[src/design/tpe_pkg.sv]
package tpe_pkg;

  localparam int unsigned TPE_CAPTURE_WIDTH = 16;
  localparam int unsigned TPE_FRAC_BITS     = 8;

  localparam int unsigned CAP_IN_W = 16;
  localparam int unsigned TIME_W   = 32;
  localparam int unsigned RPM_W    = 32;
  localparam int unsigned MINP_W   = 16;
  localparam int unsigned TMO_W    = 16;
  localparam int unsigned NUM_W    = 24;
  localparam int unsigned BAND_W   = 8;
  localparam int unsigned ALPHA_W  = 9;

  localparam int unsigned S_TDATA_W = 48;
  localparam int unsigned S_TUSER_W = 1;
  localparam int unsigned M_TDATA_W = 32;

  localparam int unsigned CFG_IDX_W  = 3;
  localparam int unsigned CFG_DATA_W = 24;

  localparam logic [CFG_IDX_W-1:0] CFG_MIN_PERIOD = 3'd0;
  localparam logic [CFG_IDX_W-1:0] CFG_TIMEOUT    = 3'd1;
  localparam logic [CFG_IDX_W-1:0] CFG_NUMERATOR  = 3'd2;
  localparam logic [CFG_IDX_W-1:0] CFG_BAND       = 3'd3;
  localparam logic [CFG_IDX_W-1:0] CFG_ALPHA      = 3'd4;

  localparam logic [MINP_W-1:0]  RST_MIN_PERIOD = 16'd400;
  localparam logic [TMO_W-1:0]   RST_TIMEOUT    = 16'd200;
  localparam logic [NUM_W-1:0]   RST_NUMERATOR  = 24'd1250000;
  localparam logic [BAND_W-1:0]  RST_BAND       = 8'd90;
  localparam logic [ALPHA_W-1:0] RST_ALPHA      = 9'd77;

  localparam logic [ALPHA_W-1:0] ALPHA_MAX = 9'd256;

  localparam logic OP_EDGE = 1'b0;
  localparam logic OP_POLL = 1'b1;

  localparam int unsigned MUL_STEPS = 9;
  localparam int unsigned PROD_W    = 41;

endpackage

[src/design/tachometer_period_ema.sv]
// An edge transfer updates state and yields no result. A poll with no nonzero pending
// period goes to the done state, which registers the result once the output is free.
// Otherwise a bit-serial divider, a range step, a 9-step band multiply and clamp (only
// when the filter exceeds 1.0), a difference, a 9-step alpha multiply and the EMA run.
// Throughput: one item at a time; a new item is taken while the last result waits.
// Reset: asynchronous, active low; config returns to defaults, control state clears.
module tachometer_period_ema #(
  parameter int unsigned CAPTURE_WIDTH = tpe_pkg::TPE_CAPTURE_WIDTH,
  parameter int unsigned FRAC_BITS     = tpe_pkg::TPE_FRAC_BITS
) (
  input  logic                             clk_i,
  input  logic                             rst_ni,
  input  logic                             s_axis_tvalid,
  output logic                             s_axis_tready,
  // [15:0] capture_count, [47:16] now_ms
  input  logic [tpe_pkg::S_TDATA_W-1:0]    s_axis_tdata,
  // [0] op
  input  logic [tpe_pkg::S_TUSER_W-1:0]    s_axis_tuser,
  output logic                             m_axis_tvalid,
  input  logic                             m_axis_tready,
  // [31:0] rpm_out
  output logic [tpe_pkg::M_TDATA_W-1:0]    m_axis_tdata,
  input  logic                             cfg_valid_i,
  output logic                             cfg_ready_o,
  input  logic [tpe_pkg::CFG_IDX_W-1:0]    cfg_index_i,
  input  logic [tpe_pkg::CFG_DATA_W-1:0]   cfg_data_i
);
  import tpe_pkg::*;

  localparam int unsigned CW     = CAPTURE_WIDTH;
  localparam int unsigned SCL_W  = NUM_W + FRAC_BITS;
  localparam int unsigned DVD_W  = ((SCL_W > CW) ? SCL_W : CW) + 1;
  localparam int unsigned CMP_W  = (CW > MINP_W) ? CW : MINP_W;
  localparam int unsigned CNT_W  = $clog2(DVD_W + 1);
  localparam logic [RPM_W-1:0] ONE_FX = RPM_W'(1) << FRAC_BITS;

  localparam logic [2:0] ST_IDLE  = 3'd0;
  localparam logic [2:0] ST_DIV   = 3'd1;
  localparam logic [2:0] ST_RANGE = 3'd2;
  localparam logic [2:0] ST_MUL   = 3'd3;
  localparam logic [2:0] ST_CLAMP = 3'd4;
  localparam logic [2:0] ST_DIFF  = 3'd5;
  localparam logic [2:0] ST_EMA   = 3'd6;
  localparam logic [2:0] ST_DONE  = 3'd7;

  logic [2:0]         state_q, state_d;
  logic [CNT_W-1:0]   cnt_q, cnt_d;
  logic               ema_ph_q, ema_ph_d;
  logic               m_valid_q, m_valid_d;

  logic [MINP_W-1:0]  min_period_q;
  logic [TMO_W-1:0]   timeout_q;
  logic [NUM_W-1:0]   numerator_q;
  logic [BAND_W-1:0]  band_q;
  logic [ALPHA_W-1:0] alpha_q;

  logic [CW-1:0]      last_cap_q, last_cap_d;
  logic [CW-1:0]      pend_period_q, pend_period_d;
  logic               pend_flag_q, pend_flag_d;
  logic [TIME_W-1:0]  last_time_q, last_time_d;
  logic [RPM_W-1:0]   filt_q, filt_d;

  logic [DVD_W-1:0]   dvd_q, dvd_d;
  logic [CW-1:0]      rem_q, rem_d;
  logic [PROD_W-1:0]  mcand_q, mcand_d;
  logic [ALPHA_W-1:0] mplr_q, mplr_d;
  logic [PROD_W-1:0]  prod_q, prod_d;
  logic [RPM_W-1:0]   fresh_q, fresh_d;
  logic               up_q, up_d;
  logic [RPM_W-1:0]   out_q, out_d;

  logic               in_xfer;
  logic               op;
  logic [CW-1:0]      cap;
  logic [CW-1:0]      dt;
  logic [TIME_W-1:0]  now;
  logic [TIME_W-1:0]  elapsed;
  logic [CW:0]        rem_sh;
  logic               q_bit;
  logic [63:0]        quot;
  logic [RPM_W:0]     hi_w;
  logic [RPM_W-1:0]   hi, lo;
  logic [PROD_W-1:0]  rnd;
  logic [RPM_W-1:0]   delta;
  logic [ALPHA_W-1:0] alpha_eff;

  assign s_axis_tready = (state_q == ST_IDLE);
  assign in_xfer       = s_axis_tvalid && s_axis_tready;
  assign op            = s_axis_tuser[0];
  assign cap           = CW'(s_axis_tdata[CAP_IN_W-1:0]);
  assign now           = s_axis_tdata[CAP_IN_W +: TIME_W];
  assign dt            = cap - last_cap_q;
  assign elapsed       = now - last_time_q;
  assign m_axis_tvalid = m_valid_q;
  assign m_axis_tdata  = out_q;
  assign cfg_ready_o   = 1'b1;

  assign rem_sh    = {rem_q, dvd_q[DVD_W-1]};
  assign q_bit     = (rem_sh >= (CW+1)'(pend_period_q));
  assign quot      = 64'(dvd_q);
  assign hi_w      = (RPM_W+1)'(filt_q) + (RPM_W+1)'(prod_q[39:8]);
  assign hi        = hi_w[RPM_W] ? '1 : hi_w[RPM_W-1:0];
  assign lo        = filt_q - prod_q[39:8] - RPM_W'(|prod_q[7:0]);
  assign rnd       = prod_q + PROD_W'(128);
  assign delta     = rnd[39:8];
  assign alpha_eff = (alpha_q > ALPHA_MAX) ? ALPHA_MAX : alpha_q;

  always_comb begin
    state_d       = state_q;
    cnt_d         = cnt_q;
    ema_ph_d      = ema_ph_q;
    m_valid_d     = m_valid_q;
    last_cap_d    = last_cap_q;
    pend_period_d = pend_period_q;
    pend_flag_d   = pend_flag_q;
    last_time_d   = last_time_q;
    filt_d        = filt_q;
    dvd_d         = dvd_q;
    rem_d         = rem_q;
    mcand_d       = mcand_q;
    mplr_d        = mplr_q;
    prod_d        = prod_q;
    fresh_d       = fresh_q;
    up_d          = up_q;
    out_d         = out_q;

    if (m_valid_q && m_axis_tready) begin
      m_valid_d = 1'b0;
    end

    unique case (state_q)
      ST_IDLE: begin
        if (in_xfer) begin
          if (op == OP_EDGE) begin
            last_cap_d = cap;
            if (CMP_W'(dt) > CMP_W'(min_period_q)) begin
              pend_period_d = dt;
              pend_flag_d   = 1'b1;
            end
          end else if (!pend_flag_q) begin
            if (elapsed > TIME_W'(timeout_q)) begin
              filt_d = '0;
            end
            state_d = ST_DONE;
          end else begin
            pend_flag_d = 1'b0;
            last_time_d = now;
            if (pend_period_q == '0) begin
              state_d = ST_DONE;
            end else begin
              dvd_d   = DVD_W'({numerator_q, FRAC_BITS'(0)}) + DVD_W'(pend_period_q >> 1);
              rem_d   = '0;
              cnt_d   = CNT_W'(DVD_W);
              state_d = ST_DIV;
            end
          end
        end
      end
      ST_DIV: begin
        rem_d = q_bit ? CW'(rem_sh - (CW+1)'(pend_period_q)) : CW'(rem_sh);
        dvd_d = {dvd_q[DVD_W-2:0], q_bit};
        cnt_d = cnt_q - CNT_W'(1);
        if (cnt_q == CNT_W'(1)) begin
          state_d = ST_RANGE;
        end
      end
      ST_RANGE: begin
        fresh_d = (quot > 64'hFFFF_FFFF) ? '1 : quot[RPM_W-1:0];
        if (filt_q > ONE_FX) begin
          mcand_d  = PROD_W'(filt_q);
          mplr_d   = ALPHA_W'(band_q);
          prod_d   = '0;
          cnt_d    = CNT_W'(MUL_STEPS);
          ema_ph_d = 1'b0;
          state_d  = ST_MUL;
        end else begin
          state_d = ST_DIFF;
        end
      end
      ST_MUL: begin
        prod_d  = prod_q + (mplr_q[0] ? mcand_q : '0);
        mcand_d = {mcand_q[PROD_W-2:0], 1'b0};
        mplr_d  = {1'b0, mplr_q[ALPHA_W-1:1]};
        cnt_d   = cnt_q - CNT_W'(1);
        if (cnt_q == CNT_W'(1)) begin
          state_d = ema_ph_q ? ST_EMA : ST_CLAMP;
        end
      end
      ST_CLAMP: begin
        if (fresh_q < lo) begin
          fresh_d = lo;
        end else if (fresh_q > hi) begin
          fresh_d = hi;
        end
        state_d = ST_DIFF;
      end
      ST_DIFF: begin
        up_d     = (fresh_q >= filt_q);
        mcand_d  = PROD_W'((fresh_q >= filt_q) ? fresh_q - filt_q : filt_q - fresh_q);
        mplr_d   = alpha_eff;
        prod_d   = '0;
        cnt_d    = CNT_W'(MUL_STEPS);
        ema_ph_d = 1'b1;
        state_d  = ST_MUL;
      end
      ST_EMA: begin
        filt_d  = up_q ? filt_q + delta : filt_q - delta;
        state_d = ST_DONE;
      end
      ST_DONE: begin
        if (!m_valid_q || m_axis_tready) begin
          out_d     = filt_q;
          m_valid_d = 1'b1;
          state_d   = ST_IDLE;
        end
      end
      default: state_d = ST_IDLE;
    endcase
  end

  always_ff @(posedge clk_i or negedge rst_ni) begin
    if (!rst_ni) begin
      state_q       <= ST_IDLE;
      cnt_q         <= '0;
      ema_ph_q      <= 1'b0;
      m_valid_q     <= 1'b0;
      last_cap_q    <= '0;
      pend_period_q <= '0;
      pend_flag_q   <= 1'b0;
      last_time_q   <= '0;
      filt_q        <= '0;
    end else begin
      state_q       <= state_d;
      cnt_q         <= cnt_d;
      ema_ph_q      <= ema_ph_d;
      m_valid_q     <= m_valid_d;
      last_cap_q    <= last_cap_d;
      pend_period_q <= pend_period_d;
      pend_flag_q   <= pend_flag_d;
      last_time_q   <= last_time_d;
      filt_q        <= filt_d;
    end
  end

  always_ff @(posedge clk_i or negedge rst_ni) begin
    if (!rst_ni) begin
      min_period_q <= RST_MIN_PERIOD;
      timeout_q    <= RST_TIMEOUT;
      numerator_q  <= RST_NUMERATOR;
      band_q       <= RST_BAND;
      alpha_q      <= RST_ALPHA;
    end else if (cfg_valid_i && cfg_ready_o) begin
      unique case (cfg_index_i)
        CFG_MIN_PERIOD: min_period_q <= cfg_data_i[MINP_W-1:0];
        CFG_TIMEOUT:    timeout_q    <= cfg_data_i[TMO_W-1:0];
        CFG_NUMERATOR:  numerator_q  <= cfg_data_i[NUM_W-1:0];
        CFG_BAND:       band_q       <= cfg_data_i[BAND_W-1:0];
        CFG_ALPHA:      alpha_q      <= cfg_data_i[ALPHA_W-1:0];
        default: ;
      endcase
    end
  end

  always_ff @(posedge clk_i) begin
    dvd_q   <= dvd_d;
    rem_q   <= rem_d;
    mcand_q <= mcand_d;
    mplr_q  <= mplr_d;
    prod_q  <= prod_d;
    fresh_q <= fresh_d;
    up_q    <= up_d;
    out_q   <= out_d;
  end

endmodule

[config.mk]
export PLATFORM = sky130hd
export DESIGN_NAME = tachometer_period_ema
export DESIGN_NICKNAME = d
export VERILOG_FILES = /design/src/design/tpe_pkg.sv /design/src/design/tachometer_period_ema.sv
export SDC_FILE = /design/constraint.sdc
export NUM_CORES = 1
export LEC_CHECK = 0
export BUFFER_PORTS_ARGS = -buffer_cell sky130_fd_sc_hd__buf_4
export CELL_PAD_IN_SITES_DETAIL_PLACEMENT = 0
export CELL_PAD_IN_SITES_GLOBAL_PLACEMENT = 1
export CORE_MARGIN = 10
export CORE_UTILIZATION = 53
export DETAILED_ROUTE_END_ITERATION = 12
export PLACE_DENSITY_LB_ADDON = 0.05
export SLEW_MARGIN = 20
export SYNTH_ARGS = -nofsm -noshare
export SYNTH_HDL_FRONTEND = slang
export SYNTH_SLANG_ARGS = --single-unit
[constraint.sdc]
create_clock -name clk_i -period 25.3 [get_ports clk_i]
set_clock_uncertainty 0.15 [all_clocks]
set_input_delay 2.53 -clock clk_i [delete_from_list [all_inputs] [get_ports clk_i]]
set_output_delay 2.53 -clock clk_i [all_outputs]
set_load 0.03 [all_outputs]
==> results.yml <==
synth:
  synthMuxAreaShare: 0.0347
  synth_top_area_share: 0.179
  async_reset_ff_frac: 0.471
  yosysWarningCount: 0
  yosys.area_share.adder: 0.151
  synth_edf_count: 203
  netlist_instances: 3944
  synth_commonest_cells: "ha_1, inv_1, o21ai_0"
  avgSynthCellArea_um2: 8.63
  synth_ff_type: "edfxtp_1"
  synth_top_family_by_area: "compound AO/OA/AOI/OAI gates"
  synthDistinctLibCells: 97
  synth_seq_cells: 384
  synth_xor_area_frac: 0.0625
  syn_nets: 4430
  synthTopCellsByArea: "edfxtp_1, ha_1, dfrtp_1"
  synth_top_area_cell: "edfxtp_1"
  synth-compound-area-share: 0.220
  yosysSeqAreaShare: 0.313
  synth_area_um2: 34000
  synthSimpleGateAreaFrac: 0.165
  yosysMostFrequentCell: "ha_1"
worst_hold_path:
  hp-class: "register to register"
  min_from: "alpha_q[4]"
  hold_depth: 1
  min_to: "alpha_q[4]"
global_route:
  grt_pass1_wl_um: 152000
  grt_pass1_vias: 28200
  antenna_found_initial: 0
  track_usage: 0.252
  grt.met2_usage: 0.426
  use_met1: 0.335
  grt_max_degree: 86
  gr-total-overflow: 0
  grt-busiest-layer: "met2"
  grt_use_met3: 0.0237
worst_setup_path:
  cp-start-kind: "register"
  rrSetupSlack_ns: 18.19
  r2r-end: "fresh_q[31]"
  r2r-start: "prod_q[3]"
  worst_ep_arrival_time_ns: 7.19
  endpoint_kind: "register"
  reg2reg_depth: 27
  worst-setup-path-type: "register to register"
  critPathMaxFanout: 32
  cp.required_ns: 25.39
die:
  rows: 92
  start_util: 0.538
  core_um2: 63300
  dieArea_um2: 74700
  die_h_um: 273
  die_w_um: 273
  ios: 116
finish:
  n_antenna_cell: 0
  fin_nets: 4492
  area_growth_syn_to_layout_pct: 9.54
  drive_gt1_frac: 0.0922
timing:
  slew_headroom: 0.253
  fin_crit_ns: 7.11
  final-hold-violation-count: 0
  tns_ns: 0
  setup_viol: 0
  worst_pin_slew_ns: 1.12
  period_share: 0.281
  max_freq_ghz: 0.141
  slew_violations: 0
  rsz0062_at_grt: "no"
cts:
  insertion_delay_ns: 0.62
  cts_setup_buffers: 0
  cts_buffers: 47
  htree_levels: 2
  cts_tree: "done"
  postCtsHoldBufs: 0
  path_clk_slew_ns: 0.06
  cts_buffer_depth: 3
  cts_resized: 0
  cts_sinks: 384
  cts_root_buf: "clkbuf_16"
flow_run:
  cap_viol_max_count: 0
route:
  wl_per_cell_um: 19.6
  wirelength_um: 96100
  drtIter0Drc: 1821
  vias: 28600
  route.antenna.remaining_nets: 0
  vias_per_cell: 5.84
  drc: 0
  dr.pass1.iters: 8
placement:
  io_buffer_count: 114
  dp_hpwl_um: 75200
  place.gp.congestion: 0.941
outcome:
  status: "complete, no violations"
==> cell type report <==
cell class              instances  area, µm²
fillers                      5847      26000
multi-input cells            3097      21700
flip-flops and latches        384      10700
clock buffers                  61       1320
inverters                     330       1240
repair buffers                146       1110
well taps                     846       1060
clock inverters                27        238
==> critical path, stage by stage, from the launching register on <==
cell and delay, ns:
edfxtp_1 0.40, nor4_1 0.35, nand2_1 0.22, fa_1 0.58, inv_1 0.06, ha_1 0.18
nor2_1 0.13, fa_1 0.28, a21boi_0 0.14, o22ai_1 0.37, o2111ai_1 0.25, and3_1 0.26
o21ai_0 0.20, nand2b_1 0.15, a31oi_1 0.23, xor2_1 0.12, ha_1 0.19, a21o_1 0.17
a21o_1 0.17, a21oi_1 0.16, nor2_1 0.06, a2111oi_0 0.31, o21ai_0 0.15, a31oi_1 0.26
o31ai_4 0.12, nor2_1 0.48, a211o_1 0.18, buf_4 0.38
==> flip-flops by register name, summed over array words and instances (netlist names), 24 cells and up <==
name / flops
fresh_q: 32
numerator_q: 24
last_time_q: 32
dvd_q: 33
prod_q: 40
filt_q: 32
m_axis_tdata: 32
mcand_q: 40
==> layer usage <==
metal  routed length [µm]  vias to the layer above
li1                     -                    14400
met1                44000                    13500
met2                45300                      530
met3                 3990                      137
met4                 2840                        0
met5                    0                        -
==> worst max-delay path by stage <==
stage                                from                 to  slack, ns  cells after the start
after floorplan                state_q[0]         mcand_q[0]      17.01                      5
after global placement    s_axis_tdata[0]  pend_period_q[14]      17.53                     23
after detailed placement  s_axis_tdata[0]  pend_period_q[14]      17.41                     23
after CTS                 s_axis_tdata[0]  pend_period_q[14]      18.06                     23
after global routing      s_axis_tdata[0]  pend_period_q[14]      17.62                     23
final                           prod_q[3]        fresh_q[31]      18.19                     27
==> metrics by stage <==
| stage | worst slack (ns) | utilization | cell area (µm²) | cells | hold slack [ns] |
|---|---|---|---|---|---|
| after global placement | 17.53 | 0.564 | 35700 | 4802 | 0.341 |
| after global routing | 17.62 | 0.589 | 37300 | 4891 | 0.375 |
| after floorplan | 17.01 | - | 34000 | 3944 | 0.322 |
| final | 18.19 | 0.589 | 37300 | 4891 | 0.355 |
| after CTS | 18.06 | 0.588 | 37200 | 4890 | 0.359 |
| after detailed placement | 17.41 | 0.564 | 35700 | 4802 | 0.346 |
==> cells in the final DEF, fill, tap and decap left out, types with 79 or more instances in the layout <==
cell        n
nand2_1   308
nor2_1    304
dfrtp_1   159
inv_1     329
ha_1      394
edfxtp_1  203
xnor2_1   164
a21oi_1   305
buf_4     144
nor3_1     93
xor2_1     79
o21ai_0   311
a21o_1    145
==> logic make-up after synthesis <==
group | count (synthesis)
buf+inv | 463
other cells | 1
xor+xnor | 243
flops | 384
fa+ha+maj | 405
mux | 110
compound gates | 1179
simple gates | 1159
Power is not shown: default switching activity piles up to over one toggle a cycle in this logic, so the estimate is an artifact.
